<file path="src/rtl/sls_pkg.sv">
package sls_pkg;

    // operation codes
    localparam logic [1:0] FUNC_INSERT = 2'd0;
    localparam logic [1:0] FUNC_DELETE = 2'd1;
    localparam logic [1:0] FUNC_SEARCH = 2'd2;

    localparam logic [15:0] LFSR_SEED = 16'hACE1;
    localparam logic [15:0] LFSR_TAPS = 16'hB400;

    // controller states
    typedef enum logic [3:0] {
        ST_IDLE,
        ST_LVL,
        ST_RDPTR,
        ST_RDKEY,
        ST_CMP,
        ST_DECIDE,
        ST_INS,
        ST_DEL,
        ST_TOPDN,
        ST_OUT
    } state_t;

    // controller to datapath
    typedef struct packed {
        logic load;
        logic lvl_init;
        logic rd_ptr;
        logic rd_key;
        logic advance;
        logic lvl_down;
        logic decide;
        logic ins_step;
        logic del_step;
        logic top_step;
    } cmd_t;

    // datapath to controller
    typedef struct packed {
        logic more;
        logic lvl_zero;
        logic do_ins;
        logic do_del;
        logic step_last;
        logic top_done;
    } stat_t;

endpackage

</file>
<file path="src/rtl/sls_ctrl.sv">
module sls_ctrl
    import sls_pkg::*;
(
    input  logic  clk,
    input  logic  rst_n,
    input  logic  in_valid,
    output logic  in_ready,
    output logic  out_valid,
    input  logic  out_ready,
    output cmd_t  cmd,
    input  stat_t stat
);

    state_t state_reg, state_next;

    // state register
    always_ff @(posedge clk or negedge rst_n)
    begin
        if (!rst_n)
            state_reg <= ST_IDLE;
        else
            state_reg <= state_next;
    end

    // next state
    always_comb
    begin
        state_next = state_reg;
        case (state_reg)
            ST_IDLE:   if (in_valid) state_next = ST_LVL;
            ST_LVL:    state_next = ST_RDPTR;
            ST_RDPTR:  state_next = ST_RDKEY;
            ST_RDKEY:  state_next = ST_CMP;
            ST_CMP:
            begin
                if (stat.more)          state_next = ST_RDPTR;
                else if (stat.lvl_zero) state_next = ST_DECIDE;
                else                    state_next = ST_RDPTR;
            end
            ST_DECIDE:
            begin
                if (stat.do_ins)      state_next = ST_INS;
                else if (stat.do_del) state_next = ST_DEL;
                else                  state_next = ST_OUT;
            end
            ST_INS:    if (stat.step_last) state_next = ST_OUT;
            ST_DEL:    if (stat.step_last) state_next = ST_TOPDN;
            ST_TOPDN:  if (stat.top_done)  state_next = ST_OUT;
            ST_OUT:    if (out_ready)      state_next = ST_IDLE;
            default:   state_next = ST_IDLE;
        endcase
    end

    // outputs
    always_comb
    begin
        cmd       = '0;
        in_ready  = 1'b0;
        out_valid = 1'b0;
        case (state_reg)
            ST_IDLE:
            begin
                in_ready = 1'b1;
                cmd.load = in_valid;
            end
            ST_LVL:    cmd.lvl_init = 1'b1;
            ST_RDPTR:  cmd.rd_ptr = 1'b1;
            ST_RDKEY:  cmd.rd_key = 1'b1;
            ST_CMP:
            begin
                cmd.advance  = stat.more;
                cmd.lvl_down = !stat.more && !stat.lvl_zero;
            end
            ST_DECIDE: cmd.decide = 1'b1;
            ST_INS:    cmd.ins_step = 1'b1;
            ST_DEL:    cmd.del_step = 1'b1;
            ST_TOPDN:  cmd.top_step = 1'b1;
            ST_OUT:    out_valid = 1'b1;
            default:   cmd = '0;
        endcase
    end

endmodule

</file>
<file path="config.mk">
export PLATFORM = sky130hd
export DESIGN_NAME = sls_ctrl
export DESIGN_NICKNAME = d
export VERILOG_FILES = /design/src/rtl/sls_pkg.sv /design/src/rtl/sls_ctrl.sv
export SDC_FILE = /design/constraint.sdc
export NUM_CORES = 1
export LEC_CHECK = 0
export BUFFER_PORTS_ARGS = -buffer_cell sky130_fd_sc_hd__buf_2
export CAP_MARGIN = 40
export CORE_AREA = 2 2 39 41
export CTS_CLUSTER_SIZE = 8
export DETAILED_ROUTE_END_ITERATION = 10
export DIE_AREA = 0 0 41 43
export GPL_TIMING_DRIVEN = 1
export PLACE_DENSITY_LB_ADDON = 0.15
export SYNTH_ARGS = -nofsm -noshare
export SYNTH_HDL_FRONTEND = slang
export SYNTH_SLANG_ARGS = --single-unit
</file>
<file path="constraint.sdc">
create_clock -name clk -period 1.5 [get_ports clk]
set_clock_uncertainty 0.2 [all_clocks]
set_input_delay 0.15 -clock clk [delete_from_list [all_inputs] [get_ports clk]]
set_output_delay 0.15 -clock clk [all_outputs]
set_load 0.02 [all_outputs]
</file>
Word level (Yosys, flattened, before mapping)

Index checks and enable logic that the tools add are counted.

Muxes and demuxes: 21
Reduce and logical (&&, ||, !) cells: 5
Eq/ne operators: 14

Operators by type and width:

| cell               | number |
|---|---|
| $pmux 4 s10        | 1 |
| $mux 4             | 7 |
| $eq 4x3->1 const B | 4 |
| $mux 1             | 10 |
| $ne 2x2->1 const B | 5 |
| $eq 4x2->1 const B | 2 |
| $eq 4x4->1 const B | 2 |
| $mux 3             | 2 |
| $reduce_and 5->1   | 1 |
| $eq 4x1->1 const B | 1 |
| $logic_not 4->1    | 1 |
| $logic_not 1->1    | 2 |
| $mux 2             | 1 |
| $logic_and 1x1->1  | 1 |

Output and inout port bits: 12
Bits of input ports: 10
Register bits after elaboration: 4

Longest topological paths before layout

Depth after elaboration: 3
Mapped depth: 5
Mapped depth without buffers: 4

Worst setup path before layout

Ideal clock, no wire load.

Kind: reg2out
Start point: register state_reg[3]
End point: output port cmd[9] (netlist name)
Slack: -0.213 ns
Arrival time: 1.363 ns
Stages on the path, launching flop included: 4
Path buffers: 1
Cells stage by stage: dfrtp_1 -> buf_2 -> nor4_2 -> and2_1

RTL lines:

| element                  | RTL line       | source |
|---|---|---|
| start: declaration       | sls_ctrl.sv:14 | `state_t state_reg, state_next;` |
| start signal: assignment | sls_ctrl.sv:22 | `state_reg <= state_next;` |
| end: declaration         | sls_ctrl.sv:10 | `output cmd_t cmd,` |

==> results.json <==
{
  "nFillCells": 132,
  "pin_count": 22,
  "drt_iter0_drc": 7,
  "grt_antenna_before_repair": 0,
  "path_buf_inv": 2,
  "synth_top_area_cell": "dfrtp_1",
  "dr.pass1.iters": 3,
  "dp_cells": 98,
  "synthCells": 57,
  "place_area_sq_um": 592,
  "syn2layout_area_growth_pct": 75.4,
  "htreeDepth": 1,
  "timing.final.ws_setup_ps": -95.7,
  "power_mw": 1.55,
  "routed_via_density": 4.94,
  "cts_tree": "done",
  "diodes": 0,
  "synth_area_per_cell_sq_um": 7.33,
  "largest_reg_flops": 4,
  "dieArea_sq_um": 1760,
  "path_class": "reg2out",
  "violations": "negative setup slack",
  "clock-sinks": 4,
  "worst_hold_path_type": "in2reg",
  "postRouteAntennaNets": 0,
  "slew_headroom": 0.815,
  "rsz0062_at_grt": "true",
  "start_kind": "flip-flop",
  "area.sequential_sq_um": 105,
  "cts_root_buf": "clkbuf_4",
  "leakagePower_nw": 0.346,
  "peakVddDrop_mv": 0.954,
  "track_usage": 0.158,
  "cpLargestDelayFamily": "flip-flops",
  "max_freq_ghz": 0.627,
  "place.gp.congestion": 0.837,
  "critPathMaxFanout": 7,
  "rows": 14,
  "end_kind": "primary output",
  "cpMostUsedCell": "buf_6",
  "setup_viol": 12,
  "fin_crit_sh": 1.06,
  "max-cap-violations": 0,
  "netlist_area_sq_um": 418,
  "crit_path_top_delay_cell": "dfrtp_2",
  "cts_buffers": 3,
  "multi_input_area_sq_um": 324,
  "fin_util": 0.530,
  "critical_path_arrival_ps": 1250,
  "holdWs_ps": 33.8,
  "tns_ps": -637,
  "final_hold_viol_count": 0,
  "path_clk_slew_ps": 30,
  "dp_hpwl_um": 879,
  "yosys_warnings": 0,
  "slowest_delay_ps": 440,
  "drive_gt1_frac": 0.589,
  "core_region_area_sq_um": 1380,
  "via_count": 524,
  "synthesis.nets": 67,
  "worst_pin_slew_ps": 274,
  "fin_area_sq_um": 733,
  "initial_core_util": 0.302,
  "synthTopCellsByArea": "dfrtp_1, nor2_1, nand2b_1, nor3_1, buf_6",
  "powerDensity_nw_per_um2": 2110,
  "synth-seq-area-share": 0.240,
  "ys_types": 25,
  "min_period_ps": 1600,
  "status": "complete, but fails checks",
  "grt_max_degree": 11,
  "clk_latency_ps": 230,
  "synth.top_cell.area_share": 0.240,
  "clockBufferDepth": 2,
  "grt_pass1_wl_um": 1930,
  "r2r_slack_ps": 50,
  "drc_errors": 0,
  "fin_cells": 106,
  "drv_slew": 0,
  "final_nets": 102,
  "dieHeight_um": 43,
  "cp_cell_sequence": "buf_6 -> nor4_4 -> and2_4 -> buf_6",
  "pre_cts_slack_ps": 53.1,
  "gr-total-overflow": 0,
  "finalWirelength_um": 1230,
  "synth.ff_latch_count": 4,
  "wl_per_cell_um": 11.6,
  "cp.required_ps": 1150,
  "die_w_um": 41,
  "numPortBuffers": 21,
  "grt_pass1_vias": 466
}
final timing paths:
kind,end,start,cells past startpoint
worst max-delay path,cmd[9],state_reg[1],4
worst min-delay path,state_reg[3],out_ready,4
worst max register to register,state_reg[1],state_reg[1],5
worst min register to register,state_reg[1],state_reg[3],2
max in group asynchronous,state_reg[3],rst_n,2
min in group asynchronous,state_reg[1],rst_n,2
cells by family (layout without fill, tap and decap cells):
| kind of cell | Yosys count | count (layout) | share of synthesized area |
|---|---|---|---|
| simple gates | 34 | 34 | 0.467 |
| compound gates | 13 | 13 | 0.195 |
| buf+inv | 6 | 39 | 0.0988 |
| flops | 4 | 4 | 0.240 |
routing by layer:
layer / vias up / share of wire / track usage
met1: 235 / 0.45 / 0.210
met3: 0 / 0.054 / 0.0157
met5: - / 0 / 0
met2: 17 / 0.50 / 0.250
met4: 0 / 0 / 0.0600
li1: 272 / - / -
worst reg2reg max path, stage by stage (launching register included):
cell	delay (ps)
dfrtp_2	440
nand2b_4	190
buf_4	150
o21ai_0	150
nand2_1	110
a31oi_1	130
where the power goes:
group          internal [mW]  leakage [nW]  switching, mW  total, mW
clock                 0.0889        0.0138         0.0361      0.125
combinational          0.576         0.287          0.566       1.14
sequential             0.169        0.0450          0.109      0.278
area by class of cell:
class / instances / share of cell area
multi-input combinational: 47 / 0.442
timing repair buffer: 35 / 0.352
sequential: 4 / 0.143
clock buffer: 3 / 0.0307
tap: 16 / 0.0273
inverter: 1 / 0.00512
cells in the final DEF (no fill, tap or decap):
cell type	n
a21o_1	1
a21oi_1	1
a31oi_1	3
and2_4	1
and3b_1	1
and4_1	1
buf_2	15
buf_4	11
buf_6	8
clkbuf_4	3
dfrtp_2	4
dlygate4sd3_1	1
inv_2	1
nand2_1	5
nand2_2	1
nand2b_1	2
nand2b_2	1
nand2b_4	2
nand3_1	2
nand3b_1	1
nor2_1	5
nor2_2	3
nor2_4	1
nor2b_1	1
nor3_1	5
nor4_4	1
nor4b_4	1
o211ai_1	1
o21ai_0	3
o21ai_1	2
o31a_1	1
o41ai_1	1
cells in the mapped netlist:
cell type  count
nor2_1         9
nor3_1         5
buf_2          3
and2_1         1
a21o_1         1
inv_1          1
nor4_2         1
o211ai_1       1
a21oi_1        1
nand3_1        2
o31a_1         1
o21ai_1        2
nand3b_1       1
and3b_1        1
and4_1         1
nand2_1        6
buf_6          2
nor2b_1        1
o41ai_1        1
nand2b_1       4
dfrtp_1        4
o21ai_0        3
nor4b_2        1
nand2b_4       1
a31oi_1        3
timing repair:
item	CTS	global route
buffers inserted	3	1
endpoints found under the setup margin	12	12
pin swaps	0	1
hold buffers	1	0
resized for setup	16	12
hold endpoints to repair	4	0
No activity file was read; power rests on OpenSTA's default activity.
